<file path="config.mk">
export PLATFORM = sky130hd
export DESIGN_NAME = order_event_normalizer
export DESIGN_NICKNAME = d
export VERILOG_FILES = /design/src/rtl/oen_pkg.sv /design/src/rtl/oen_front.sv /design/src/rtl/oen_queue.sv /design/src/rtl/oen_back.sv /design/src/rtl/order_event_normalizer.sv
export VERILOG_INCLUDE_DIRS = /design/src /design/src/rtl
export SDC_FILE = /design/constraint.sdc
export NUM_CORES = 1
export LEC_CHECK = 0
export ABC_AREA = 0
export BUFFER_PORTS_ARGS = -buffer_cell sky130_fd_sc_hd__buf_4
export CAP_MARGIN = 20
export CORE_MARGIN = 1
export CORE_UTILIZATION = 40
export CTS_BUF_LIST = sky130_fd_sc_hd__clkbuf_4
export DETAILED_ROUTE_END_ITERATION = 6
export GPL_ROUTABILITY_DRIVEN = 1
export PLACE_DENSITY = 0.63
export SETUP_SLACK_MARGIN = 0.05
export SLEW_MARGIN = 5
export SYNTH_ARGS = -nofsm -noshare
export SYNTH_HDL_FRONTEND = slang
export SYNTH_SLANG_ARGS = --single-unit
</file>
<file path="constraint.sdc">
create_clock -name clock -period 14.77 [get_ports clock]
set_clock_uncertainty 0.05 [all_clocks]
set_input_delay 0.7385 -clock clock [delete_from_list [all_inputs] [get_ports clock]]
set_output_delay 0.7385 -clock clock [all_outputs]
set_load 0.05 [all_outputs]
</file>
<file path="src/rtl/order_event_normalizer_macros.svh">
// ----------------------------------------------------------------------------
// Order event normalizer assertion macros
// Shared concurrent assertion forms, clocked on the rising edge and
// disabled while reset is high.
// ----------------------------------------------------------------------------
`ifndef ORDER_EVENT_NORMALIZER_MACROS_SVH
`define ORDER_EVENT_NORMALIZER_MACROS_SVH

// Same-cycle implication
`define OEN_ASSERT_SAME(label, clk, rst, ante, cons) \
   label: assert property (@(posedge clk) disable iff (rst) (ante) |-> (cons)) \
      else $error("order_event_normalizer: same-cycle check failed");

// Next-cycle implication
`define OEN_ASSERT_NEXT(label, clk, rst, ante, cons) \
   label: assert property (@(posedge clk) disable iff (rst) (ante) |=> (cons)) \
      else $error("order_event_normalizer: next-cycle check failed");

`endif

</file>
<file path="src/rtl/oen_pkg.sv">
// ----------------------------------------------------------------------------
// oen_pkg
// Types, codes and sizes shared by the order event normalizer modules.
// ----------------------------------------------------------------------------
`default_nettype none

package oen_pkg;

   // Event commands
   localparam logic [3:0] CMD_ADD     = 4'd0;
   localparam logic [3:0] CMD_MODIFY  = 4'd1;
   localparam logic [3:0] CMD_DELETE  = 4'd2;
   localparam logic [3:0] CMD_EXECUTE = 4'd3;
   localparam logic [3:0] CMD_REPLACE = 4'd4;

   // Output message kinds
   localparam logic [1:0] KIND_ADD    = 2'd0;
   localparam logic [1:0] KIND_MODIFY = 2'd1;
   localparam logic [1:0] KIND_DELETE = 2'd2;
   localparam logic [1:0] KIND_TRADE  = 2'd3;

   localparam logic [7:0]  SELL_CHAR   = 8'h53;
   localparam logic [7:0]  ABSENT_CHAR = 8'h00;
   localparam logic [63:0] SEQ_RESET   = 64'd1;

   // Job queue between front and back
   localparam int QUEUE_DEPTH = 4;
   localparam int QUEUE_PTR_W = $clog2(QUEUE_DEPTH);
   localparam int QUEUE_CNT_W = $clog2(QUEUE_DEPTH + 1);

   // One classified event; a replace carries both of its messages
   typedef struct packed {
      logic        is_replace;
      logic [1:0]  kind;
      logic [63:0] event_time;
      logic [31:0] symbol;
      logic [63:0] order_ref;
      logic [63:0] new_order_ref;
      logic [62:0] price;
      logic [31:0] quantity;
      logic        is_sell;
   } job_type;

   // One outgoing message
   typedef struct packed {
      logic [1:0]  message_kind;
      logic [63:0] sequence_number;
      logic [63:0] out_time;
      logic [31:0] out_symbol;
      logic [63:0] out_order;
      logic [62:0] out_price;
      logic [31:0] out_quantity;
      logic        is_sell;
      logic        last_of_event;
   } msg_type;

endpackage

`default_nettype wire

</file>
<file path="src/rtl/oen_front.sv">
// ----------------------------------------------------------------------------
// oen_front
// Checks an incoming event against the rules of its kind and builds the job
// that the back end turns into messages. Dropped events produce no job.
// ----------------------------------------------------------------------------
`default_nettype none

module oen_front (
   input  wire logic               req_push,
   input  wire logic [3:0]         req_command,
   input  wire logic [63:0]        req_event_time,
   input  wire logic [31:0]        req_symbol,
   input  wire logic [63:0]        req_order_ref,
   input  wire logic [63:0]        req_new_order_ref,
   input  wire logic signed [63:0] req_price_in_ticks,
   input  wire logic [31:0]        req_quantity,
   input  wire logic [7:0]         req_side_char,
   input  wire logic               q_full,
   output logic                    job_valid,
   output oen_pkg::job_type        job
);

   logic price_ok;
   logic qty_ok;
   logic side_ok;
   logic sym_ok;
   logic emit;

   assign price_ok = ~req_price_in_ticks[63];
   assign qty_ok   = (req_quantity != 32'd0);
   assign side_ok  = (req_side_char != oen_pkg::ABSENT_CHAR);
   assign sym_ok   = (req_symbol != 32'd0);

   // Classify the event
   always_comb begin
      job.is_replace    = 1'b0;
      job.kind          = oen_pkg::KIND_ADD;
      job.event_time    = req_event_time;
      job.symbol        = req_symbol;
      job.order_ref     = req_order_ref;
      job.new_order_ref = req_new_order_ref;
      job.price         = price_ok ? req_price_in_ticks[62:0] : 63'd0;
      job.quantity      = req_quantity;
      job.is_sell       = (req_side_char == oen_pkg::SELL_CHAR);
      emit              = 1'b0;
      unique case (req_command)
         oen_pkg::CMD_ADD: begin
            job.kind = oen_pkg::KIND_ADD;
            emit     = price_ok && qty_ok && side_ok;
         end
         oen_pkg::CMD_MODIFY: begin
            job.kind = oen_pkg::KIND_MODIFY;
            emit     = price_ok && side_ok;
         end
         oen_pkg::CMD_DELETE: begin
            job.kind     = oen_pkg::KIND_DELETE;
            job.price    = 63'd0;
            job.quantity = 32'd0;
            emit         = 1'b1;
         end
         oen_pkg::CMD_EXECUTE: begin
            job.kind = oen_pkg::KIND_TRADE;
            emit     = qty_ok;
         end
         oen_pkg::CMD_REPLACE: begin
            // delete half is built by the back end
            job.is_replace = 1'b1;
            job.kind       = oen_pkg::KIND_ADD;
            emit           = price_ok && qty_ok && side_ok &&
                             (req_new_order_ref != 64'd0);
         end
         default: begin
            emit = 1'b0;
         end
      endcase
   end

   // Only accepted events that pass go into the queue
   assign job_valid = req_push && !q_full && sym_ok && emit;

endmodule

`default_nettype wire

</file>
<file path="src/rtl/oen_queue.sv">
// ----------------------------------------------------------------------------
// oen_queue
// Small register queue of classified jobs between the front and back ends.
// ----------------------------------------------------------------------------
`default_nettype none

module oen_queue (
   input  wire logic             clock,
   input  wire logic             reset,
   input  wire logic             push,
   input  wire oen_pkg::job_type push_job,
   input  wire logic             pop,
   output logic                  full,
   output logic                  empty,
   output oen_pkg::job_type      head
);

   oen_pkg::job_type entry_ff [oen_pkg::QUEUE_DEPTH];

   logic [oen_pkg::QUEUE_PTR_W-1:0] wr_ptr_ff, wr_ptr_in;
   logic [oen_pkg::QUEUE_PTR_W-1:0] rd_ptr_ff, rd_ptr_in;
   logic [oen_pkg::QUEUE_CNT_W-1:0] count_ff, count_in;
   logic do_push;
   logic do_pop;

   assign full    = (count_ff == oen_pkg::QUEUE_CNT_W'(oen_pkg::QUEUE_DEPTH));
   assign empty   = (count_ff == '0);
   assign do_push = push && !full;
   assign do_pop  = pop && !empty;
   assign head    = entry_ff[rd_ptr_ff];

   // Pointer and fill count update
   always_comb begin
      wr_ptr_in = do_push ? wr_ptr_ff + oen_pkg::QUEUE_PTR_W'(1) : wr_ptr_ff;
      rd_ptr_in = do_pop  ? rd_ptr_ff + oen_pkg::QUEUE_PTR_W'(1) : rd_ptr_ff;
      unique case ({do_push, do_pop})
         2'b10:   count_in = count_ff + oen_pkg::QUEUE_CNT_W'(1);
         2'b01:   count_in = count_ff - oen_pkg::QUEUE_CNT_W'(1);
         default: count_in = count_ff;
      endcase
   end

   always_ff @(posedge clock) begin
      if (reset) begin
         wr_ptr_ff <= '0;
         rd_ptr_ff <= '0;
         count_ff  <= '0;
      end else begin
         wr_ptr_ff <= wr_ptr_in;
         rd_ptr_ff <= rd_ptr_in;
         count_ff  <= count_in;
      end
   end

   // Entry storage, no reset
   always_ff @(posedge clock) begin
      if (do_push) begin
         entry_ff[wr_ptr_ff] <= push_job;
      end
   end

endmodule

`default_nettype wire

</file>
<file path="src/rtl/oen_back.sv">
// ----------------------------------------------------------------------------
// oen_back
// Expands queued jobs into messages, stamps each with the sequence counter
// and holds the current message in the output register.
// ----------------------------------------------------------------------------
`default_nettype none

module oen_back (
   input  wire logic             clock,
   input  wire logic             reset,
   input  wire logic             csr_write_enable,
   input  wire logic [63:0]      csr_write_data,
   input  wire oen_pkg::job_type head,
   input  wire logic             q_empty,
   output logic                  q_pop,
   input  wire logic             rsp_pop,
   output logic                  rsp_empty,
   output oen_pkg::msg_type      msg
);

   logic             out_valid_ff, out_valid_in;
   logic             phase_ff, phase_in;
   logic [63:0]      seq_ff, seq_in;
   oen_pkg::msg_type msg_ff, msg_in;
   logic             load;
   logic             first_half;

   // Load a new message when the output register is free or being taken
   assign load       = !q_empty && (!out_valid_ff || rsp_pop);
   assign first_half = head.is_replace && !phase_ff;
   assign q_pop      = load && !first_half;
   assign rsp_empty  = !out_valid_ff;
   assign msg        = msg_ff;

   // Build the next message; first half of a replace is a delete
   always_comb begin
      msg_in.message_kind    = first_half ? oen_pkg::KIND_DELETE : head.kind;
      msg_in.sequence_number = seq_ff;
      msg_in.out_time        = head.event_time;
      msg_in.out_symbol      = head.symbol;
      msg_in.out_order       = (head.is_replace && phase_ff) ? head.new_order_ref
                                                             : head.order_ref;
      msg_in.out_price       = first_half ? 63'd0 : head.price;
      msg_in.out_quantity    = first_half ? 32'd0 : head.quantity;
      msg_in.is_sell         = head.is_sell;
      msg_in.last_of_event   = !first_half;
   end

   // Control next state
   always_comb begin
      phase_in     = load ? first_half : phase_ff;
      out_valid_in = load ? 1'b1 : (rsp_pop ? 1'b0 : out_valid_ff);
      priority if (csr_write_enable) begin
         seq_in = csr_write_data;
      end else if (load) begin
         seq_in = seq_ff + 64'd1;
      end else begin
         seq_in = seq_ff;
      end
   end

   always_ff @(posedge clock) begin
      if (reset) begin
         out_valid_ff <= 1'b0;
         phase_ff     <= 1'b0;
         seq_ff       <= oen_pkg::SEQ_RESET;
      end else begin
         out_valid_ff <= out_valid_in;
         phase_ff     <= phase_in;
         seq_ff       <= seq_in;
      end
   end

   // Output payload register
   always_ff @(posedge clock) begin
      if (load) begin
         msg_ff <= msg_in;
      end
   end

endmodule

`default_nettype wire

</file>
<file path="src/rtl/order_event_normalizer.sv">
// Path: an accepted event is written into the job queue, then loaded into the output register that drives rsp_.
// Intake: one event per cycle while the job queue is not full; a replace yields a delete then an add message.
// The message rate is set by the single output register, one message per cycle while the consumer pops.
// A 4-entry job queue lets intake run ahead of a stalled consumer.
// Reset: queue and output empty, sequence counter loaded with 1.
// ----------------------------------------------------------------------------
// order_event_normalizer
// Turns decoded order events into sequenced book messages: front end checks
// and classifies, a job queue decouples, back end expands and stamps.
// ----------------------------------------------------------------------------
`default_nettype none

`include "order_event_normalizer_macros.svh"

module order_event_normalizer (
   input  wire logic               clock,
   input  wire logic               reset,
   // configuration
   input  wire logic               csr_write_enable,
   input  wire logic [63:0]        csr_write_data,
   // event input
   input  wire logic               req_push,
   output logic                    req_full,
   input  wire logic [3:0]         req_command,
   input  wire logic [63:0]        req_event_time,
   input  wire logic [31:0]        req_symbol,
   input  wire logic [63:0]        req_order_ref,
   input  wire logic [63:0]        req_new_order_ref,
   input  wire logic signed [63:0] req_price_in_ticks,
   input  wire logic [31:0]        req_quantity,
   input  wire logic [7:0]         req_side_char,
   // message output
   output logic                    rsp_empty,
   input  wire logic               rsp_pop,
   output logic [1:0]              rsp_message_kind,
   output logic [63:0]             rsp_sequence_number,
   output logic [63:0]             rsp_out_time,
   output logic [31:0]             rsp_out_symbol,
   output logic [63:0]             rsp_out_order,
   output logic [62:0]             rsp_out_price,
   output logic [31:0]             rsp_out_quantity,
   output logic                    rsp_is_sell,
   output logic                    rsp_last_of_event
);

   logic             job_valid;
   oen_pkg::job_type job;
   oen_pkg::job_type head;
   logic             q_full;
   logic             q_empty;
   logic             q_pop;
   oen_pkg::msg_type msg;

   assign req_full = q_full;

   oen_front u_front (
      .req_push           (req_push),
      .req_command        (req_command),
      .req_event_time     (req_event_time),
      .req_symbol         (req_symbol),
      .req_order_ref      (req_order_ref),
      .req_new_order_ref  (req_new_order_ref),
      .req_price_in_ticks (req_price_in_ticks),
      .req_quantity       (req_quantity),
      .req_side_char      (req_side_char),
      .q_full             (q_full),
      .job_valid          (job_valid),
      .job                (job)
   );

   oen_queue u_queue (
      .clock    (clock),
      .reset    (reset),
      .push     (job_valid),
      .push_job (job),
      .pop      (q_pop),
      .full     (q_full),
      .empty    (q_empty),
      .head     (head)
   );

   oen_back u_back (
      .clock            (clock),
      .reset            (reset),
      .csr_write_enable (csr_write_enable),
      .csr_write_data   (csr_write_data),
      .head             (head),
      .q_empty          (q_empty),
      .q_pop            (q_pop),
      .rsp_pop          (rsp_pop),
      .rsp_empty        (rsp_empty),
      .msg              (msg)
   );

   // Unpack the output message
   assign rsp_message_kind    = msg.message_kind;
   assign rsp_sequence_number = msg.sequence_number;
   assign rsp_out_time        = msg.out_time;
   assign rsp_out_symbol      = msg.out_symbol;
   assign rsp_out_order       = msg.out_order;
   assign rsp_out_price       = msg.out_price;
   assign rsp_out_quantity    = msg.out_quantity;
   assign rsp_is_sell         = msg.is_sell;
   assign rsp_last_of_event   = msg.last_of_event;

   // Only the delete half of a replace is not last
   `OEN_ASSERT_SAME(a_not_last_is_delete, clock, reset, !rsp_empty && !rsp_last_of_event, rsp_message_kind == oen_pkg::KIND_DELETE)

   // Deletes carry no price and no quantity
   `OEN_ASSERT_SAME(a_delete_zeroed, clock, reset, !rsp_empty && rsp_message_kind == oen_pkg::KIND_DELETE, rsp_out_price == 63'd0 && rsp_out_quantity == 32'd0)

   // The add of a replace follows its delete with no gap
   `OEN_ASSERT_NEXT(a_replace_back_to_back, clock, reset, rsp_pop && !rsp_empty && !rsp_last_of_event, !rsp_empty && rsp_last_of_event)

endmodule

`default_nettype wire

</file>
Yosys cells after proc, flatten, opt, wreduce, memory -nomap -nowiden
Memory sizes are Yosys's and may differ from the RTL's. A register that Yosys moved wholly into a read port is not among the register bits.
Index checks and enable logic that the tools add are counted.
W data, S select, Z words.
{"block": "op_classes", "addsub": 5, "mul": 0, "div_mod_pow": 0, "n_lt_le_gt_ge": 0, "eq_ne": 8, "shifts": 0, "mux": 15, "bitwise": 1, "n_reduce_logical": 28}
{"op": "$mux W64", "count": 3}
{"op": "$mux W95", "count": 1}
{"op": "$add A64 B1 Y64 const B", "count": 1}
{"op": "$reduce_bool A32 Y1", "count": 2}
{"op": "$reduce_bool A64 Y1", "count": 1}
{"op": "$mux W63", "count": 1}
{"op": "$logic_and A1 B1 Y1", "count": 13}
{"op": "$eq A4 B2 Y1 const B", "count": 2}
{"op": "$eq A8 B7 Y1 const B", "count": 1}
{"op": "$reduce_bool A8 Y1", "count": 1}
{"op": "$pmux W2 S3", "count": 1}
{"op": "$pmux W3 S2", "count": 1}
{"op": "$reduce_bool A2 Y1", "count": 3}
{"op": "$logic_not A1 Y1", "count": 5}
{"op": "$mux W1", "count": 5}
{"op": "$pmux W1 S5", "count": 1}
{"op": "$add A2 B1 Y2 const B", "count": 2}
{"op": "$eq A4 B1 Y1 const B", "count": 1}
{"op": "$eq A4 B3 Y1 const B", "count": 1}
{"op": "$logic_not A4 Y1", "count": 1}
{"op": "$mux W2", "count": 2}
{"op": "$add A3 B1 Y3 const B", "count": 1}
{"op": "$eq A3 B3 Y1 const B", "count": 1}
{"op": "$logic_not A3 Y1", "count": 1}
{"op": "5 further kinds", "count": 5}
{"block": "totals", "reg_bits": 396, "latchBits": 0, "ram_bits": 1292, "rom_bits": 0, "in_bits": 401, "mem_count": 1}
{"name": "u_queue.entry_ff", "words": 4, "width": 323, "rd": 1, "rd_ports_with_merged_regs": 1, "wr": 1, "line_no": "oen_queue.sv:18", "text": "oen_pkg::job_type entry_ff [oen_pkg::QUEUE_DEPTH];"}

Longest topological paths before layout
{"block": "logic_depth", "word_depth": 9, "mapped_depth": 12, "depth_no_buf": 12}

Cells and area by module
A second synthesis with hierarchy kept.
{"block": "unflattened", "hier_cells": 3163, "area_unflattened_um2": 64972.3}
{"mod": "oen_queue", "instances": 1, "cells_each": 1741, "area_per_inst_um2": 47088.9, "seq_area_each_um2": 38977.4}
{"mod": "oen_back", "instances": 1, "cells_each": 1030, "area_per_inst_um2": 15150.8, "seq_area_each_um2": 11020.6}
{"mod": "oen_front", "instances": 1, "cells_each": 392, "area_per_inst_um2": 2732.6, "seq_area_each_um2": 0.0}

Worst setup path after synthesis
OpenSTA, ideal clock, no wires.
{"block": "synth_path", "path_type": "input to register", "startpoint": "input port req_command[0]", "endpoint": "memory u_queue.entry_ff[0][0] in the netlist's numbering, enable pin", "setup_time_ns": 0.726, "t_arrival_ns": 9.265, "slack_ns": 4.729, "stages": 5, "n_path_buf": 0, "path_cell_list": "o21ai_0 -> nor4bb_1 -> o21ai_0 -> nor4b_1 -> and2_1"}
{"block": "synth_between", "elab_chain_len": 6, "elab_cells_between_ends": 10, "cone_classes": "eq/ne: 4; mux: 3; reduce/logical: 3"}
{"item": "start, declared", "line_no": "order_event_normalizer.sv:24", "text": "input wire logic [3:0] req_command,"}
{"item": "$eq A4 B3 Y1, or another cell as far along", "line_no": "oen_front.sv:46", "text": "unique case (req_command)"}
{"item": "$pmux W1 S5 *", "line_no": "oen_front.sv:46"}
{"item": "$logic_and A1 B1 Y1 *", "line_no": "oen_front.sv:79", "text": "assign job_valid = req_push && !q_full && sym_ok && emit;"}
{"item": "$logic_and A1 B1 Y1 *", "line_no": "oen_queue.sv:28", "text": "assign do_push = push && !full;"}
{"item": "$mux W1 *", "line_no": "oen_queue.sv:57", "text": "if (do_push) begin"}
{"item": "$mux W1 (not written as such) *", "line_no": "oen_queue.sv:58", "text": "entry_ff[wr_ptr_ff] <= push_job;"}
{"item": "end, declared", "line_no": "oen_queue.sv:18"}
Every way passes the cells marked *; elsewhere a longest branch is shown, timed or not.

Final worst setup path
{"block": "layout_path", "startpoint": "input port req_command[3]", "endpoint": "memory u_queue.entry_ff[1][188] in the netlist's numbering, enable pin"}
The elaborated chain is that of the path after synthesis.

==> impl_results.html <==
<table>
<tr><th>Metric</th><th>Value</th></tr>
<tr><th colspan="2">Clocking</th></tr>
<tr><td>Clock Root Buffer</td><td>sky130_fd_sc_hd__clkbuf_4</td></tr>
<tr><td>Number of buffers created by CTS</td><td>roughly 440</td></tr>
<tr><td>Number of H-tree levels</td><td>5</td></tr>
<tr><td>Clock transition time at the flip-flop clock pins of the worst setup and hold paths</td><td>about 70 ps</td></tr>
<tr><td>Maximum number of buffers from clock root to sink</td><td>4</td></tr>
<tr><td>Clock latency of the later-clocked register in the worst-skew pair</td><td>between 1000 and 1500 ps</td></tr>
<tr><td>Clock tree from TritonCTS</td><td>done</td></tr>
<tr><td>Clock net sink count</td><td>between 1500 and 2000</td></tr>
<tr><th colspan="2">Critical path</th></tr>
<tr><td>Type of element launching the critical path</td><td>input pin</td></tr>
<tr><td>Internal reg-to-reg setup slack</td><td>just over 9000 ps</td></tr>
<tr><td>Critical path type</td><td>input pin to flop</td></tr>
<tr><td>CP Data Required Time</td><td>15570 ps</td></tr>
<tr><td>Category of the worst setup path capture point</td><td>flop</td></tr>
<tr><td>R2r worst-path depth</td><td>8</td></tr>
<tr><td>Biggest fanout along the worst timing path</td><td>between 60 and 70</td></tr>
<tr><td>Ordered cell list for the critical path</td><td>dlygate4sd3_1 &gt; buf_4 &gt; nor2_1 &gt; dlygate4sd3_1 &gt; buf_4 &gt; or3_1 &gt; nor4_1 &gt; nand4_1 &gt; nor4b_2 &gt; and2_4 &gt; buf_4 &gt; buf_4</td></tr>
<tr><td>Arrival time of data at the critical path endpoint</td><td>around 6400 ps</td></tr>
<tr><td>Largest delay contributor family on the critical path</td><td>buffers and inverters</td></tr>
<tr><td>Cell repeated most along the worst path</td><td>sky130_fd_sc_hd__buf_4</td></tr>
<tr><td>End point of the critical path</td><td>u_queue.entry_ff[1][188]</td></tr>
<tr><td>Crit path buf inv count</td><td>6</td></tr>
<tr><td>Reg-to-Reg End</td><td>u_queue.entry_ff[1][188]</td></tr>
<tr><td>Slowest CP cell</td><td>sky130_fd_sc_hd__buf_4</td></tr>
<tr><td>Slowest cell delay on critical path</td><td>870 ps</td></tr>
<tr><td>Worst reg2reg startpoint</td><td>u_queue.count_ff[0]</td></tr>
<tr><td>Critical Path Start</td><td>req_command[3]</td></tr>
<tr><td>Worst path depth</td><td>12</td></tr>
<tr><th colspan="2">Placement</th></tr>
<tr><td>Number of port buffers</td><td>725</td></tr>
<tr><td>Final weighted congestion in routability-driven placement</td><td>between 0.8 and 0.9</td></tr>
<tr><td>Final HPWL from detailed placement</td><td>92900 um</td></tr>
<tr><td>Placed instance count</td><td>approximately 5600</td></tr>
<tr><td>Worst setup slack before clock tree synthesis</td><td>roughly 8500 ps</td></tr>
<tr><th colspan="2">Floorplan</th></tr>
<tr><td>Initial core utilization</td><td>0.405</td></tr>
<tr><td>Horiz. Die Dim</td><td>around 400 um</td></tr>
<tr><td>Core Box Area</td><td>roughly 0.15 mm2</td></tr>
<tr><td>Die span in y</td><td>slightly below 400 um</td></tr>
<tr><td>Die Outline Area</td><td>between 0.15 and 0.2 mm2</td></tr>
<tr><td>Number of rows in the core area</td><td>roughly 140</td></tr>
<tr><td>I/O pin count</td><td>around 730</td></tr>
<tr><th colspan="2">Synth</th></tr>
<tr><td>Multiplexer fraction of the synthesized cell area</td><td>0.129</td></tr>
<tr><td>Compound-Gate Fraction of Synth Area</td><td>0.00818</td></tr>
<tr><td>Adder and majority cell fraction of the synthesized area</td><td>0.00152</td></tr>
<tr><td>Post-synthesis async set-or-reset flop share</td><td>0</td></tr>
<tr><td>Fraction of synthesized cell area in xor and xnor cells</td><td>0.00852</td></tr>
<tr><td>Synthesized area per cell</td><td>approximately 22 um2</td></tr>
<tr><td>Simple-gate area share of the yosys netlist</td><td>0.0452</td></tr>
<tr><td>Combinational family with the most area after synthesis</td><td>multiplexers</td></tr>
<tr><td>Synth warn</td><td>0</td></tr>
<tr><td>Top area cells in the synthesized netlist</td><td>sky130_fd_sc_hd__edfxtp_1 (77%), sky130_fd_sc_hd__mux4_2 (12%), sky130_fd_sc_hd__dfxtp_1 (2.4%), sky130_fd_sc_hd__nor2b_1 (1.3%), sky130_fd_sc_hd__mux2_2 (1.2%)</td></tr>
<tr><td>Number of enable-type register cells in the synthesized netlist</td><td>approximately 1600</td></tr>
<tr><td>Total nets after synthesis</td><td>3279</td></tr>
<tr><td>Distinct cells, synth</td><td>48</td></tr>
<tr><td>Area share of the largest cell type after synthesis</td><td>0.774</td></tr>
<tr><td>Cell type with the largest total area after synthesis</td><td>sky130_fd_sc_hd__edfxtp_1</td></tr>
<tr><td>Sequential area share after synthesis</td><td>0.798</td></tr>
<tr><td>Ys flop type</td><td>sky130_fd_sc_hd__edfxtp_1</td></tr>
<tr><td>Synthesized instance count</td><td>~2900</td></tr>
<tr><td>Yosys reg bits</td><td>around 1700</td></tr>
<tr><td>Synthesized area</td><td>between 0.06 and 0.07 mm2</td></tr>
<tr><th colspan="2">Cells and area</th></tr>
<tr><td>Most frequent cells in the layout</td><td>sky130_fd_sc_hd__edfxtp_1 (1615), sky130_fd_sc_hd__buf_4 (765), sky130_fd_sc_hd__clkbuf_4 (629), sky130_fd_sc_hd__dlygate4sd3_1 (603), sky130_fd_sc_hd__mux4_2 (323)</td></tr>
<tr><td>Layout area overhead</td><td>30.9%</td></tr>
<tr><td>Commonest non-fill, non-tap cell in the layout</td><td>sky130_fd_sc_hd__edfxtp_1</td></tr>
<tr><td>Final cell count without fillers</td><td>around 6900</td></tr>
<tr><td>Net count reported at finish</td><td>4965</td></tr>
<tr><td>Share of cells above drive strength 1</td><td>0.378</td></tr>
<tr><th colspan="2">Route</th></tr>
<tr><td>Violation count after the first detailed-route iteration</td><td>around 2500</td></tr>
<tr><td>Post-detailed-route via-to-cell ratio</td><td>approximately 5.0</td></tr>
<tr><td>Total vias in the final route</td><td>about 35000</td></tr>
<tr><td>Total wire length after detailed routing</td><td>156000 um</td></tr>
<tr><td>Remaining design rule violation count</td><td>0</td></tr>
<tr><td>Average wire per cell in the routed design</td><td>approximately 23 um</td></tr>
<tr><td>Post-route ant nets</td><td>0</td></tr>
<tr><td>Detailed-routing iteration count for the pre-antenna-repair pass</td><td>5</td></tr>
<tr><th colspan="2">Flow run</th></tr>
<tr><td>Max Cap Violations</td><td>0</td></tr>
<tr><th colspan="2">Global route</th></tr>
<tr><td>Global-route wire length before repair</td><td>between 200000 and 250000 um</td></tr>
<tr><td>Total grt overflow</td><td>0</td></tr>
<tr><td>Vias in the first global route</td><td>about 37000</td></tr>
<tr><td>All-layer global routing usage</td><td>0.196</td></tr>
<tr><td>Pin count of the biggest net entering global routing</td><td>approximately 130</td></tr>
<tr><td>Antenna violations before repair</td><td>31</td></tr>
<tr><th colspan="2">Timing</th></tr>
<tr><td>Tmin final</td><td>5580 ps</td></tr>
<tr><td>Count of final max-slew check failures</td><td>0</td></tr>
<tr><td>Max-slew headroom at the worst pin</td><td>0.194</td></tr>
<tr><td>Total count of hold-check failures in the final report</td><td>0</td></tr>
<tr><td>Setup violations, final</td><td>0</td></tr>
<tr><td>Total negative slack for setup checks</td><td>0 ps</td></tr>
<tr><td>Unrepaired setup endpoints after global routing</td><td>no</td></tr>
<tr><td>Final Worst Setup Slack</td><td>about 9200 ps</td></tr>
<tr><td>Share of the cycle needed by the critical path after routing</td><td>0.378</td></tr>
<tr><td>Top achievable clock speed</td><td>between 0.15 and 0.2 GHz</td></tr>
<tr><td>Worst Max-Slew Pin Slew</td><td>around 1200 ps</td></tr>
<tr><th colspan="2">Power</th></tr>
<tr><td>Power per cell area</td><td>between 150 and 200 mW/mm2</td></tr>
<tr><td>Highest ir drop seen on vdd</td><td>139 uV</td></tr>
<tr><td>Static leakage</td><td>28.2 nW</td></tr>
<tr><th colspan="2">Run status</th></tr>
<tr><td>Outcome</td><td>finished, final reports clean</td></tr>
<tr><th colspan="2">Hold path</th></tr>
<tr><td>Class of the worst hold path</td><td>input pin to flop</td></tr>
</table>
==> area by class of cell <==
| class | count | area [um2] |
|---|---|---|
| fillers | 12213 | 72700 |
| flip-flops and latches | 1690 | 50000 |
| multi-input cells | 1031 | 12100 |
| repair buffers | 1375 | 11900 |
| clock buffers | 629 | 4720 |
| well taps | 2044 | 2560 |
| clock inverters | 130 | 606 |
| inverters | 22 | 90.1 |
| diodes | 19 | 47.5 |
==> cell usage after synthesis (10+ instances only) <==
cell and n:
sky130_fd_sc_hd__clkbuf_1 87, sky130_fd_sc_hd__nand4_1 22, sky130_fd_sc_hd__mux2_2 65, sky130_fd_sc_hd__nand2_1 53
sky130_fd_sc_hd__buf_1 23, sky130_fd_sc_hd__o21ai_0 10, sky130_fd_sc_hd__inv_1 21, sky130_fd_sc_hd__xnor2_1 45
sky130_fd_sc_hd__and2_1 75, sky130_fd_sc_hd__nor2_1 68, sky130_fd_sc_hd__buf_2 14, sky130_fd_sc_hd__nor4_1 38
sky130_fd_sc_hd__nor2b_1 131, sky130_fd_sc_hd__xor2_1 16, sky130_fd_sc_hd__edfxtp_1 1615, sky130_fd_sc_hd__mux4_2 323
sky130_fd_sc_hd__or3_1 14, sky130_fd_sc_hd__mux2i_1 10, sky130_fd_sc_hd__a211oi_1 28, sky130_fd_sc_hd__nand3_1 27
sky130_fd_sc_hd__a21oi_1 24, sky130_fd_sc_hd__nor3_1 22, sky130_fd_sc_hd__dfxtp_1 75
==> report_power, final <==
group          switching (W)  leakage (nW)  internal (W)  total [W]
Clock                0.00184          3.17       0.00200    0.00384
Sequential          0.000205          15.3       0.00591    0.00612
Combinational        0.00245          9.71       0.00121    0.00365
Total                0.00449          28.2       0.00912     0.0136
==> worst register-to-register path: cells and delay by family, from the launching register on <==
kind	cells	cell delay (ps)
AO/OA/AOI/OAI	1	260
buffers and inverters	3	1850
flip-flops	1	390
AND/OR/NAND/NOR	4	2510
==> sequential cells by signal (all words and copies together), names as in the netlist, named ones only <==
register,cells
u_queue.entry_ff,1292
u_back.msg,323
u_back.seq_ff,64
u_queue.count_ff,3
u_queue.rd_ptr_ff,2
u_queue.wr_ptr_ff,2
u_back.out_valid_ff,1
u_back.phase_ff,1
==> cells by family (layout without fill, tap and decap cells) <==
family          count (synthesis)  after routing
flops                        1690           1690
simple gates                  487            487
mux                           398            398
buf+inv                       150           2156
compound gates                 78             78
xor+xnor                       61             61
fa+ha+maj                       7              7
other cells                     0             19
==> per-layer routing <==
metal  wire (um)  GRT usage
met5         201          0
met4        3900     0.0681
met3       12700     0.0607
met2       75400      0.313
met1       64200      0.253
==> per-stage QoR <==
step                instance area, um2  hold WS [ps]  power [W]   util
floorplan                        62700           379    0.00869      -
global placement                 70600           385    0.00976  0.456
detailed placement               70600           403    0.00977  0.456
CTS                              82000         0.116     0.0138  0.530
global route                     82000         -1.80     0.0142  0.530
finish                           82000           187     0.0136  0.530
==> timing repair <==
item                      in CTS  in global routing
hold buffers                 603                  0
setup buffers                  0                  0
resized for setup              0                  0
hold endpoints to repair    1367                  0
==> how the worst min path moves through the flow <==
stage / startpoint / end / slack, ps / cells past startpoint
after floorplan: u_back.seq_ff[63] / u_back.msg[320] / 380 / 0
after global placement: u_back.seq_ff[63] / u_back.msg[320] / 390 / 0
after detailed placement: u_back.seq_ff[63] / u_back.msg[320] / 400 / 0
after CTS: req_new_order_ref[4] / u_queue.entry_ff[2][100] / 0.1 / 2
after global routing: req_new_order_ref[0] / u_queue.entry_ff[2][96] / -2 / 2
final: req_new_order_ref[0] / u_queue.entry_ff[3][96] / 190 / 2
(Power assumes the default switching activity.)
